--- config.mk ---
export PLATFORM = sky130hd
export DESIGN_NAME = xml_escape_utf8_sanitizer
export DESIGN_NICKNAME = d
export VERILOG_FILES = /design/src/sv/xes_pkg.sv /design/src/sv/xes_front.sv /design/src/sv/xes_queue.sv /design/src/sv/xes_back.sv /design/src/sv/xml_escape_utf8_sanitizer.sv
export SDC_FILE = /design/constraint.sdc
export NUM_CORES = 1
export LEC_CHECK = 0
export BUFFER_PORTS_ARGS = -buffer_cell sky130_fd_sc_hd__buf_2
export CORE_ASPECT_RATIO = 0.7
export CORE_MARGIN = 2
export CORE_UTILIZATION = 60
export CTS_BUF_LIST = sky130_fd_sc_hd__clkbuf_4 sky130_fd_sc_hd__clkbuf_8
export DETAILED_ROUTE_END_ITERATION = 10
export PLACE_DENSITY = 0.77
export SLEW_MARGIN = 20
export SYNTH_ARGS = -nofsm -noshare
export SYNTH_HDL_FRONTEND = slang
export SYNTH_SLANG_ARGS = --single-unit
--- constraint.sdc ---
create_clock -name clk -period 3.9 [get_ports clk]
set_input_delay 0 -clock clk [delete_from_list [all_inputs] [get_ports clk]]
set_output_delay 0 -clock clk [all_outputs]
set_load 0.02 [all_outputs]
--- src/sv/xes_pkg.sv ---
`timescale 1ns / 1ps
// xes_pkg: item types, byte class constants and the command format passed
// from the front end to the back end of the XML escaper. No dependencies.
package xes_pkg;

    typedef struct packed {
        logic [7:0] in_byte;
        logic       end_of_string;
    } in_item_t;

    typedef struct packed {
        logic [7:0] out_byte;
        logic       last_out;
    } out_item_t;

    // body of a command
    typedef logic [2:0] body_kind_t;
    localparam body_kind_t BODY_NONE = 3'd0;
    localparam body_kind_t BODY_LIT  = 3'd1;   // 1 to 4 bytes copied as-is
    localparam body_kind_t BODY_LT   = 3'd2;
    localparam body_kind_t BODY_GT   = 3'd3;
    localparam body_kind_t BODY_AMP  = 3'd4;
    localparam body_kind_t BODY_QUOT = 3'd5;

    // one request through the queue: leading replacements, a body,
    // trailing replacements (string ended inside a sequence)
    typedef struct packed {
        logic [2:0]      pre_reps;
        body_kind_t      body;
        logic [2:0]      lit_len;
        logic [3:0][7:0] lit;
        logic [1:0]      post_reps;
        logic            last;
    } cmd_t;

    localparam logic [7:0] REPL_B0    = 8'hEF;
    localparam logic [7:0] REPL_B1    = 8'hBF;
    localparam logic [7:0] REPL_B2    = 8'hBD;
    localparam logic [7:0] CH_TAB     = 8'h09;
    localparam logic [7:0] CH_LF      = 8'h0A;
    localparam logic [7:0] CH_CR      = 8'h0D;
    localparam logic [7:0] CH_LT      = 8'h3C;
    localparam logic [7:0] CH_GT      = 8'h3E;
    localparam logic [7:0] CH_AMP     = 8'h26;
    localparam logic [7:0] CH_QUOT    = 8'h22;
    localparam logic [7:0] CTRL_LIMIT = 8'h20;
    localparam logic [7:0] ASCII_LIMIT = 8'h80;
    localparam logic [7:0] CONT_MASK  = 8'hC0;
    localparam logic [7:0] CONT_TAG   = 8'h80;
    localparam logic [7:0] LEAD2_LO   = 8'hC2;
    localparam logic [7:0] LEAD2_HI   = 8'hDF;
    localparam logic [7:0] LEAD3_LO   = 8'hE0;
    localparam logic [7:0] LEAD3_HI   = 8'hEF;
    localparam logic [7:0] LEAD4_LO   = 8'hF0;
    localparam logic [7:0] LEAD4_HI   = 8'hF4;

    localparam logic [31:0] ENT_LT   = "&lt;";
    localparam logic [31:0] ENT_GT   = "&gt;";
    localparam logic [39:0] ENT_AMP  = "&amp;";
    localparam logic [47:0] ENT_QUOT = "&quot;";

    function automatic logic [7:0] repl_byte(input logic [1:0] sub);
        logic [7:0] b;
        unique case (sub)
            2'd0:    b = REPL_B0;
            2'd1:    b = REPL_B1;
            default: b = REPL_B2;
        endcase
        return b;
    endfunction

    function automatic logic [2:0] body_len(input cmd_t c);
        logic [2:0] n;
        unique case (c.body)
            BODY_LIT:  n = c.lit_len;
            BODY_LT:   n = 3'd4;
            BODY_GT:   n = 3'd4;
            BODY_AMP:  n = 3'd5;
            BODY_QUOT: n = 3'd6;
            default:   n = 3'd0;
        endcase
        return n;
    endfunction

    // entity text is stored first character in the top byte
    function automatic logic [7:0] body_byte(input cmd_t c, input logic [2:0] pos);
        logic [7:0] b;
        unique case (c.body)
            BODY_LIT:  b = c.lit[pos[1:0]];
            BODY_LT:   b = ENT_LT[{2'd3 - pos[1:0], 3'b000} +: 8];
            BODY_GT:   b = ENT_GT[{2'd3 - pos[1:0], 3'b000} +: 8];
            BODY_AMP:  b = ENT_AMP[{3'd4 - pos, 3'b000} +: 8];
            BODY_QUOT: b = ENT_QUOT[{3'd5 - pos, 3'b000} +: 8];
            default:   b = 8'h00;
        endcase
        return b;
    endfunction

endpackage

--- src/sv/xes_front.sv ---
`timescale 1ns / 1ps
// xes_front: accepts raw bytes, tracks the open UTF-8 sequence and turns
// each byte into at most one queue request. Depends on xes_pkg.
module xes_front (
    input  logic              clk,
    input  logic              rst_n,
    input  logic              accept,
    input  xes_pkg::in_item_t item,
    output logic              push,
    output xes_pkg::cmd_t     cmd,
    output logic              seq_open
);
    import xes_pkg::*;

    logic [7:0] lead_reg, lead_next;
    logic [1:0] count_reg, count_next;
    logic [2:0] exp_reg, exp_next;
    logic [7:0] cont_reg [2];
    logic       cont_we;

    logic [7:0] b;
    logic       is_cont;
    logic       fresh;
    logic [2:0] pre;

    assign b        = item.in_byte;
    assign is_cont  = (b & CONT_MASK) == CONT_TAG;
    assign seq_open = exp_reg != 3'd0;

    always_comb
    begin
        cmd        = '0;
        fresh      = 1'b1;
        pre        = 3'd0;
        lead_next  = lead_reg;
        count_next = count_reg;
        exp_next   = exp_reg;
        cont_we    = 1'b0;

        if (exp_reg != 3'd0)
        begin
            if (is_cont)
            begin
                fresh = 1'b0;
                if ({1'b0, count_reg} + 3'd2 >= exp_reg)
                begin
                    // sequence complete: emit it whole
                    cmd.body    = BODY_LIT;
                    cmd.lit_len = {1'b0, count_reg} + 3'd2;
                    cmd.lit[0]  = lead_reg;
                    cmd.lit[1]  = (count_reg != 2'd0) ? cont_reg[0] : b;
                    cmd.lit[2]  = (count_reg == 2'd2) ? cont_reg[1] : b;
                    cmd.lit[3]  = b;
                    lead_next   = 8'h00;
                    count_next  = 2'd0;
                    exp_next    = 3'd0;
                end
                else
                begin
                    cont_we    = 1'b1;
                    count_next = count_reg + 2'd1;
                end
            end
            else
            begin
                // broken sequence: lead and each held byte are replaced
                pre        = {1'b0, count_reg} + 3'd1;
                lead_next  = 8'h00;
                count_next = 2'd0;
                exp_next   = 3'd0;
            end
        end

        if (fresh)
        begin
            if (b < CTRL_LIMIT && b != CH_TAB && b != CH_LF && b != CH_CR)
                pre = pre + 3'd1;
            else if (b == CH_LT)
                cmd.body = BODY_LT;
            else if (b == CH_GT)
                cmd.body = BODY_GT;
            else if (b == CH_AMP)
                cmd.body = BODY_AMP;
            else if (b == CH_QUOT)
                cmd.body = BODY_QUOT;
            else if (b < ASCII_LIMIT)
            begin
                cmd.body    = BODY_LIT;
                cmd.lit_len = 3'd1;
                cmd.lit[0]  = b;
            end
            else if (b >= LEAD2_LO && b <= LEAD2_HI)
            begin
                exp_next   = 3'd2;
                lead_next  = b;
                count_next = 2'd0;
            end
            else if (b >= LEAD3_LO && b <= LEAD3_HI)
            begin
                exp_next   = 3'd3;
                lead_next  = b;
                count_next = 2'd0;
            end
            else if (b >= LEAD4_LO && b <= LEAD4_HI)
            begin
                exp_next   = 3'd4;
                lead_next  = b;
                count_next = 2'd0;
            end
            else
                pre = pre + 3'd1;
        end

        cmd.pre_reps = pre;
        cmd.last     = item.end_of_string;

        // string ends inside a sequence: flush what is held
        if (item.end_of_string && exp_next != 3'd0)
        begin
            cmd.post_reps = count_next + 2'd1;
            lead_next     = 8'h00;
            count_next    = 2'd0;
            exp_next      = 3'd0;
        end

        push = accept && (cmd.pre_reps != 3'd0 || cmd.body != BODY_NONE
                          || cmd.post_reps != 2'd0);
    end

    always_ff @(posedge clk or negedge rst_n)
    begin
        if (!rst_n)
        begin
            lead_reg  <= 8'h00;
            count_reg <= 2'd0;
            exp_reg   <= 3'd0;
        end
        else if (accept)
        begin
            lead_reg  <= lead_next;
            count_reg <= count_next;
            exp_reg   <= exp_next;
        end
    end

    always_ff @(posedge clk)
    begin
        if (accept && cont_we)
            cont_reg[count_reg[0]] <= b;
    end

endmodule

--- src/sv/xes_queue.sv ---
`timescale 1ns / 1ps
// xes_queue: small FIFO of requests between front and back end.
// Depends on xes_pkg.
module xes_queue #(
    parameter int DEPTH = 4
) (
    input  logic          clk,
    input  logic          rst_n,
    input  logic          push,
    input  xes_pkg::cmd_t push_cmd,
    input  logic          pop,
    output xes_pkg::cmd_t head_cmd,
    output logic          full,
    output logic          empty
);
    import xes_pkg::*;

    localparam int PTR_W = (DEPTH > 1) ? $clog2(DEPTH) : 1;
    localparam int CNT_W = $clog2(DEPTH + 1);

    cmd_t             mem [DEPTH];
    logic [PTR_W-1:0] wr_ptr_reg, rd_ptr_reg;
    logic [CNT_W-1:0] count_reg;
    logic             do_push, do_pop;

    assign full     = count_reg == CNT_W'(DEPTH);
    assign empty    = count_reg == '0;
    assign do_push  = push && !full;
    assign do_pop   = pop && !empty;
    assign head_cmd = mem[rd_ptr_reg];

    function automatic logic [PTR_W-1:0] wrap_inc(input logic [PTR_W-1:0] p);
        return (p == PTR_W'(DEPTH - 1)) ? '0 : p + 1'b1;
    endfunction

    always_ff @(posedge clk or negedge rst_n)
    begin
        if (!rst_n)
        begin
            wr_ptr_reg <= '0;
            rd_ptr_reg <= '0;
            count_reg  <= '0;
        end
        else
        begin
            if (do_push)
                wr_ptr_reg <= wrap_inc(wr_ptr_reg);
            if (do_pop)
                rd_ptr_reg <= wrap_inc(rd_ptr_reg);
            if (do_push && !do_pop)
                count_reg <= count_reg + 1'b1;
            else if (do_pop && !do_push)
                count_reg <= count_reg - 1'b1;
        end
    end

    always_ff @(posedge clk)
    begin
        if (do_push)
            mem[wr_ptr_reg] <= push_cmd;
    end

endmodule

--- src/sv/xes_back.sv ---
`timescale 1ns / 1ps
// xes_back: expands queued requests into output bytes, one per cycle while
// dst_stall is low, through a registered output stage. Depends on xes_pkg.
module xes_back (
    input  logic               clk,
    input  logic               rst_n,
    input  xes_pkg::cmd_t      head_cmd,
    input  logic               q_empty,
    output logic               pop,
    output logic               busy,
    output logic               dst_valid,
    input  logic               dst_stall,
    output xes_pkg::out_item_t dst_data
);
    import xes_pkg::*;

    localparam logic [1:0] PH_PRE  = 2'd0;
    localparam logic [1:0] PH_BODY = 2'd1;
    localparam logic [1:0] PH_POST = 2'd2;

    cmd_t       cmd_reg;
    logic       busy_reg;
    logic [1:0] phase_reg;
    logic [2:0] cnt_reg;
    logic [1:0] sub_reg;
    logic [2:0] pos_reg;
    logic       out_valid_reg;
    out_item_t  out_reg;

    logic [7:0] byte_c;
    logic       rep_end, seg_end, more, done, adv, load;
    logic [1:0] nxt_phase, first_phase;
    logic       has_body, has_post;

    assign has_body = cmd_reg.body != BODY_NONE;
    assign has_post = cmd_reg.post_reps != 2'd0;
    assign rep_end  = sub_reg == 2'd2;

    always_comb
    begin
        byte_c    = 8'h00;
        seg_end   = 1'b1;
        more      = 1'b0;
        nxt_phase = PH_POST;
        unique case (phase_reg)
            PH_PRE:
            begin
                byte_c    = repl_byte(sub_reg);
                seg_end   = rep_end && (cnt_reg + 3'd1 == cmd_reg.pre_reps);
                more      = has_body || has_post;
                nxt_phase = has_body ? PH_BODY : PH_POST;
            end
            PH_BODY:
            begin
                byte_c    = body_byte(cmd_reg, pos_reg);
                seg_end   = pos_reg + 3'd1 == body_len(cmd_reg);
                more      = has_post;
                nxt_phase = PH_POST;
            end
            PH_POST:
            begin
                byte_c  = repl_byte(sub_reg);
                seg_end = rep_end && (cnt_reg + 3'd1 == {1'b0, cmd_reg.post_reps});
            end
            default:
            begin
                byte_c  = 8'h00;
                seg_end = 1'b1;
            end
        endcase

        if (head_cmd.pre_reps != 3'd0)
            first_phase = PH_PRE;
        else if (head_cmd.body != BODY_NONE)
            first_phase = PH_BODY;
        else
            first_phase = PH_POST;
    end

    assign done      = seg_end && !more;
    assign adv       = busy_reg && (!out_valid_reg || !dst_stall);
    assign load      = (!busy_reg || (adv && done)) && !q_empty;
    assign pop       = load;
    assign busy      = busy_reg;
    assign dst_valid = out_valid_reg;
    assign dst_data  = out_reg;

    always_ff @(posedge clk or negedge rst_n)
    begin
        if (!rst_n)
        begin
            busy_reg      <= 1'b0;
            phase_reg     <= PH_PRE;
            cnt_reg       <= 3'd0;
            sub_reg       <= 2'd0;
            pos_reg       <= 3'd0;
            out_valid_reg <= 1'b0;
        end
        else
        begin
            if (adv)
                out_valid_reg <= 1'b1;
            else if (out_valid_reg && !dst_stall)
                out_valid_reg <= 1'b0;

            // a load while busy only happens on the last byte of a request
            if (load)
            begin
                busy_reg  <= 1'b1;
                phase_reg <= first_phase;
                cnt_reg   <= 3'd0;
                sub_reg   <= 2'd0;
                pos_reg   <= 3'd0;
            end
            else if (adv)
            begin
                if (seg_end)
                begin
                    phase_reg <= nxt_phase;
                    cnt_reg   <= 3'd0;
                    sub_reg   <= 2'd0;
                    pos_reg   <= 3'd0;
                    if (done)
                        busy_reg <= 1'b0;
                end
                else if (phase_reg == PH_BODY)
                    pos_reg <= pos_reg + 3'd1;
                else if (rep_end)
                begin
                    sub_reg <= 2'd0;
                    cnt_reg <= cnt_reg + 3'd1;
                end
                else
                    sub_reg <= sub_reg + 2'd1;
            end
        end
    end

    always_ff @(posedge clk)
    begin
        if (load)
            cmd_reg <= head_cmd;
        if (adv)
        begin
            out_reg.out_byte <= byte_c;
            out_reg.last_out <= cmd_reg.last && done;
        end
    end

endmodule

--- src/sv/xml_escape_utf8_sanitizer.sv ---
`timescale 1ns / 1ps
// xml_escape_utf8_sanitizer: XML escaper with UTF-8 sanitizing.
// An accepted item passes a queue entry, the back end's request register and
// its output register. Input: 1 byte per cycle while the queue has room, also
// while earlier items expand. Output: 1 byte per cycle while dst_stall is low,
// set by the single byte lane of the back end; an item expands to 0..15 bytes.
// Reset (rst_n low, async): no sequence held, queue empty, no output valid.
// Depends on xes_pkg, xes_front, xes_queue, xes_back.
module xml_escape_utf8_sanitizer #(
    parameter int QUEUE_DEPTH = 4
) (
    input  logic               clk,
    input  logic               rst_n,
    input  logic               src_valid,
    output logic               src_stall,
    input  xes_pkg::in_item_t  src_data,
    output logic               dst_valid,
    input  logic               dst_stall,
    output xes_pkg::out_item_t dst_data
);
    import xes_pkg::*;

    // front -> queue
    logic  accept;
    logic  q_push;
    cmd_t  front_cmd;
    logic  seq_open;

    // queue -> back
    cmd_t  head_cmd;
    logic  q_full, q_empty, q_pop;
    logic  back_busy;

    // The front end only stalls when the queue is full; an item that
    // produces nothing (a held lead or continuation) is accepted without
    // a push.
    assign src_stall = q_full;
    assign accept    = src_valid && !src_stall;

    // Front: classify each byte, keep the open sequence, build a request
    // of leading replacements, a body (literal, entity or whole sequence)
    // and trailing replacements for a string that ends mid-sequence.
    xes_front u_front (
        .clk      (clk),
        .rst_n    (rst_n),
        .accept   (accept),
        .item     (src_data),
        .push     (q_push),
        .cmd      (front_cmd),
        .seq_open (seq_open)
    );

    // Decouples the byte-rate input from the expanding output side.
    xes_queue #(
        .DEPTH (QUEUE_DEPTH)
    ) u_queue (
        .clk      (clk),
        .rst_n    (rst_n),
        .push     (q_push),
        .push_cmd (front_cmd),
        .pop      (q_pop),
        .head_cmd (head_cmd),
        .full     (q_full),
        .empty    (q_empty)
    );

    // Back: walks each request a byte at a time; the next request is
    // loaded on the same edge the last byte of the current one is
    // registered, so output runs without bubbles.
    xes_back u_back (
        .clk       (clk),
        .rst_n     (rst_n),
        .head_cmd  (head_cmd),
        .q_empty   (q_empty),
        .pop       (q_pop),
        .busy      (back_busy),
        .dst_valid (dst_valid),
        .dst_stall (dst_stall),
        .dst_data  (dst_data)
    );

    // a request is never pushed into a full queue
    assert property (@(posedge clk) disable iff (!rst_n)
        q_push |-> !q_full)
        else $error("request pushed into full queue");

    // nothing stays held across a string boundary
    assert property (@(posedge clk) disable iff (!rst_n)
        (accept && src_data.end_of_string) |=> !seq_open)
        else $error("sequence still open after end of string");

    // output only becomes valid from an active request
    assert property (@(posedge clk) disable iff (!rst_n)
        $rose(dst_valid) |-> $past(back_busy))
        else $error("output valid without an active request");

endmodule
### After elaboration in Yosys (flattened, before gate mapping)

Memories as Yosys holds them, arrays and structs flattened.
Index checks and enable logic that the tools add are counted.

* bits in registers: 85
* bits in writable memories: 192
* input bits: 13
* logic and storage cells: 268
* memories kept: 2

* add/sub/neg operators: 15
* order comparisons: 10
* equality and inequality tests: 25
* shifts and indexed selects: 4
* multiplexer cells: 127
* reduce and logical (&&, ||, !) cells: 62

Memory list
* u_queue.mem: words 4, width 44, rd ports 1, clocked after Yosys merged registers in 0, wr ports 1, RTL line xes_queue.sv:21 `cmd_t mem [DEPTH];`
* u_front.cont_reg: words 2, width 8, rd ports 2, clocked after Yosys merged registers in 0, wr ports 1, RTL line xes_front.sv:18 `logic [7:0] cont_reg [2];`

Operator list (number)
* $mux W8: 24
* $mux W3: 46
* $mux W38: 2
* $shiftx A32 B6 Y8 const A: 2
* $mux W2: 29
* $shiftx A48 B7 Y8 const A: 1
* $pmux W8 S5: 1
* $shiftx A40 B7 Y8 const A: 1
* $mux W36: 1
* $eq A8 B6 Y1 const B: 4
* $reduce_bool A3 Y1: 9
* $ge A8 B8 Y1 const B: 3
* $le A8 B8 Y1 const B: 3
* $ne A8 B4 Y1 const B: 3
* $logic_and A1 B1 Y1: 22
* $mux W6: 3
* $bmux W8 S2: 1
* $pmux W8 S2: 1
* $reduce_bool A2 Y1: 8
* $mux W1: 15
* $pmux W7 S2: 1
* $add A3 B1 Y3 const B: 4
* $eq A2 B2 Y1 const B: 6
* $pmux W3 S4: 1
* other kinds (26): 52

### Logic depth before layout (Yosys ltp)

* depth in word-level cells: 26
* mapped depth: 16
* mapped depth without buffers: 15

### Hierarchy

A second synthesis with hierarchy kept.

* cells, all modules: 748
* area, all modules: 12149.2 µm²

Modules (own cells, without submodules)
* xes_queue: instances 1, cells each 267, area each 6849.1 µm²
* xes_back: instances 1, cells each 253, area each 3184.3 µm²
* xes_front: instances 1, cells each 227, area each 2102.0 µm²
* xml_escape_utf8_sanitizer: instances 1, cells each 1, area each 13.8 µm²

### Worst setup path after synthesis

Ideal clock, no wire load.

* path type: reg-to-reg
* start: register u_back.pos_reg[0]
* end: register u_back.cmd_reg[0] (netlist bit), enable pin
* data arrival time: 3098 ps
* data required time: 3502 ps
* path slack: 404 ps
* stages on the path, launching flop included: 9
* cells stage by stage: dfrtp_1 inv_1 ha_1 o21a_1 or4b_4 o21a_4 nor2_4 a41oi_4 inv_1

* word-level cells in the longest chain between the ends: 7

Ends and longest elaborated chain
* from (decl): RTL line xes_back.sv:26 `logic [2:0] pos_reg;`
* from (signal assigned): RTL line xes_back.sv:127 `pos_reg <= pos_reg + 3'd1;`
* $add A3 B1 Y3: RTL line xes_back.sv:56 `seg_end = pos_reg + 3'd1 == body_len(cmd_reg);`
* $eq A3 B3 Y1: RTL line xes_back.sv:56
* $pmux W1 S3: RTL line xes_back.sv:45 `unique case (phase_reg)`
* $logic_and A1 B1 Y1: RTL line xes_back.sv:80 `assign done = seg_end && !more;`
* $logic_and A1 B1 Y1: RTL line xes_back.sv:82 `assign load = (!busy_reg || (adv && done)) && !q_empty;`
* $logic_or A1 B1 Y1: RTL line xes_back.sv:82
* $logic_and A1 B1 Y1: RTL line xes_back.sv:82
* via q_pop: RTL line xml_escape_utf8_sanitizer.sv:31 `logic q_full, q_empty, q_pop;`
* to (signal assigned): RTL line xes_back.sv:142 `cmd_reg <= head_cmd;`
* to (decl): RTL line xes_back.sv:21 `cmd_t cmd_reg;`

The timed path passes the listed nets, and every way through them passes these cells.
A chain may end at the register's enable or synchronous reset.

==> flow_metrics.tcl <==
set metrics [dict create \
    outcome "finished clean" \
    cp_max_fo 9 \
    syn_to_final_growth_pct 11.99 \
    yosys-top-cells-count "edfxtp_1 (245), mux4_2 (52), nor2_1 (44)" \
    nets 818 \
    synth_cell_type_count 73 \
    hold_viol 0 \
    place_ws_ps 333.7 \
    grt-ovfl-total 0 \
    synthAdderAreaFrac_pct 2.478 \
    clock_latency_ps 540 \
    swShare_pct 27.70 \
    track_usage_pct 23.79 \
    p_clk_share_pct 29.2 \
    min_path_type "in2async" \
    p_leak_nw 4.662 \
    fin_skew_ps 21.85 \
    avgViaCountPerCell 6.171 \
    post-cts-setup-buffers 0 \
    start_util_pct 60.69 \
    ys_warn_count 0 \
    grt_pass1_vias 6581 \
    cp.arrival_ps 4090 \
    finalMaxSlewViolations 0 \
    ys_ff_latch 277 \
    synth-edff-count 245 \
    die_x_um 172.5 \
    synth_seq_area_share_pct 68.45 \
    ios 24 \
    yosysMostFrequentCell "edfxtp_1" \
    cp_cell_sequence "inv_1, ha_1, nand2b_1, a31oi_1, nand2b_1, o21ai_1, a2111o_1, o31a_4, ha_1, inv_1, fa_1, mux2_2" \
    wl_per_cell_um 21.87 \
    setup_ws_ps 235.3 \
    yosys.area_share.simple_pct 6.919 \
    num_vias 6695 \
    cts_tree "yes" \
    min_period_ps 3665 \
    drt-total-wl_mm 23.73 \
    crit_type "reg2reg" \
    grt_pass1_wl_mm 36.83 \
    async_flop_share_pct 11.55 \
    setup_viol 0 \
    max_freq_mhz 272.9 \
    final_layout_size_suffix_gt1_share_pct 22.97 \
    syn_area_per_cell_um2 16.48 \
    peakVddDrop_v 0.0003011 \
    p_int_w 0.005957 \
    die_area_um2 21020 \
    synth_mux_area_share_pct 12.41 \
    dp_hpwl_mm 15.63 \
    core_area_um2 19640 \
    cts_buffer_depth 3 \
    crit_path_max_incr_delay_ps 510 \
    r2r-end "u_queue.count_reg[1]" \
    cts_root_buffer "clkbuf_8" \
    std_cell_rows 43 \
    r2r_start "u_front.count_reg[0]" \
    synth_compound_area_share_pct 6.656 \
    portBuffers 23 \
    synthTopCellsByArea "edfxtp_1 (62%), mux4_2 (9.8%), dfrtp_1 (6.7%), ha_1 (2.3%), mux2i_1 (1.8%)" \
    netSwitchingPower_w 0.002283 \
    rr_worst_depth 12 \
    antenna_found_initial 0 \
    synth_largest_area_cell "edfxtp_1" \
    drc 0 \
    ant_nets 0 \
    first_iter_violations 728 \
    clock_sinks 277 \
    place.gp.congestion 0.8494 \
    nFillCells 1257 \
    htreeDepth 2 \
    die_h_um 121.9 \
    cp_data_required_time_ps 4320 \
    largest_register_ff_count 176 \
    netlist.area_leader.share_pct 61.73 \
    synth_area_um2 11920 \
    power_density_nw_per_um2 617.4 \
    grt_max_degree 39 \
    ys.flop_type "edfxtp_1" \
    synth_xor_area_share_pct 0.8084 \
    synth_cells 723 \
    synth_top_family_by_area "multiplexers" \
    rsz0062_at_grt "false" \
    rrSetupSlack_ps 240 \
    cts_made_buffers 41 \
    cap_violations 0 \
    post-route-period-util_pct 93.97 \
    startpoint_type "flip-flop" \
    maxSlewHeadroom_pct 42.61 \
    path_clk_slew_ps 70 \
    critPathCaptureType "flip-flop" \
    slowest_stage "dfrtp_1" \
    pwr-share-comb_pct 21.7 \
    tightestPinTransition_ps 860.9 \
    drtPass1Iterations 5 \
    seqPwrFrac_pct 49.1 \
    setup_tns_ps 0 \
]
-- worst max-delay path, delay by kind of cell, from the launching register on --
kind | cells | cell delay (ps)
compound gates | 4 | 1220
fa+ha+maj | 3 | 920
buf+inv | 2 | 290
flops | 1 | 510
mux | 1 | 270
simple gates | 2 | 320
-- power groups by stage --
stage               Sequential [W]  Combinational, W  Clock [W]
floorplan                  0.00400           0.00135          0
global placement           0.00407           0.00173          0
detailed placement         0.00411           0.00178          0
CTS                        0.00405           0.00179    0.00244
global route               0.00410           0.00194    0.00256
finish                     0.00405           0.00179    0.00240
-- final cells by class --
type	instances	area, um2	share of cell area [%]
Clock buffer	60	732.0	5.484
Multi-Input combinational cell	390	3508	26.29
Tap cell	270	337.8	2.531
Antenna cell	1	2.502	0.01875
Timing Repair Buffer	48	395.4	2.962
Inverter	24	90.09	0.6750
Clock inverter	15	120.1	0.9000
Sequential cell	277	8160	61.14
-- cells by family after synthesis --
| family | after synthesis |
|---|---|
| flops | 277 |
| simple gates | 160 |
| compound gates | 111 |
| mux | 81 |
| buf+inv | 59 |
| fa+ha+maj | 23 |
| xor+xnor | 11 |
| other cells | 1 |
-- cell usage in the layout (no fill, tap or decap), types with 8 or more instances in the layout --
cell type      Yosys  final
nor2b_1            8      8
inv_1             24     24
nor3_1            17     17
a21oi_1           19     19
buf_4              6      8
dlygate4sd3_1      0     12
dfrtp_1           32     30
edfxtp_1         245    245
nand2_1           39     39
nand2b_1           9      9
a22o_1            11     11
nor2_1            44     44
clkinv_1           0      8
clkbuf_8           0     45
buf_2              7     23
ha_1              22     22
o21ai_0           32     32
mux2i_1           21     21
clkbuf_4           0     15
mux4_2            52     52
-- routing by layer --
| layer | part of all wire (%) | global-route usage (%) |
|---|---|---|
| met5 | 0 | 0 |
| met4 | 2.5 | 7.721 |
| met3 | 9.2 | 6.173 |
| met1 | 43 | 35.10 |
| met2 | 45 | 35.25 |
-- metrics by stage --
| step | instances | instance area (um2) | total power [W] | utilization [%] | hold WS, ps |
|---|---|---|---|---|---|
| 2_1_floorplan | 726 | 11930 | 0.005353 | - | -295.6 |
| 3_3_place_gp | 997 | 12370 | 0.005805 | 63.00 | 127.4 |
| 3_5_place_dp | 997 | 12370 | 0.005886 | 63.00 | 133.5 |
| 4_1_cts | 1084 | 13340 | 0.008285 | 67.95 | 103.4 |
| 5_1_grt | 1084 | 13340 | 0.008603 | 67.95 | 158.6 |
| 6_report | 1085 | 13350 | 0.008240 | 67.96 | 114.6 |
-- how the worst max path moves through the flow --
stage,startpoint,slack [ps],to,cells past startpoint
after floorplan,u_back.pos_reg[0],400,u_back.cmd_reg[0],8
after global placement,u_front.count_reg[0],470,u_queue.count_reg[1],12
after detailed placement,u_front.count_reg[0],330,u_queue.count_reg[1],12
after CTS,u_front.count_reg[0],310,u_queue.count_reg[1],12
after global routing,u_front.count_reg[0],110,u_queue.count_reg[1],12
final,u_front.count_reg[0],240,u_queue.count_reg[1],12
-- repair_timing --
item / in CTS / in global routing
endpoints found under the setup margin: 0 / 0
resized for setup: 0 / 0
hold buffers: 12 / 0
hold endpoints to repair: 69 / 0
No activity file was read; power rests on OpenSTA's default activity.
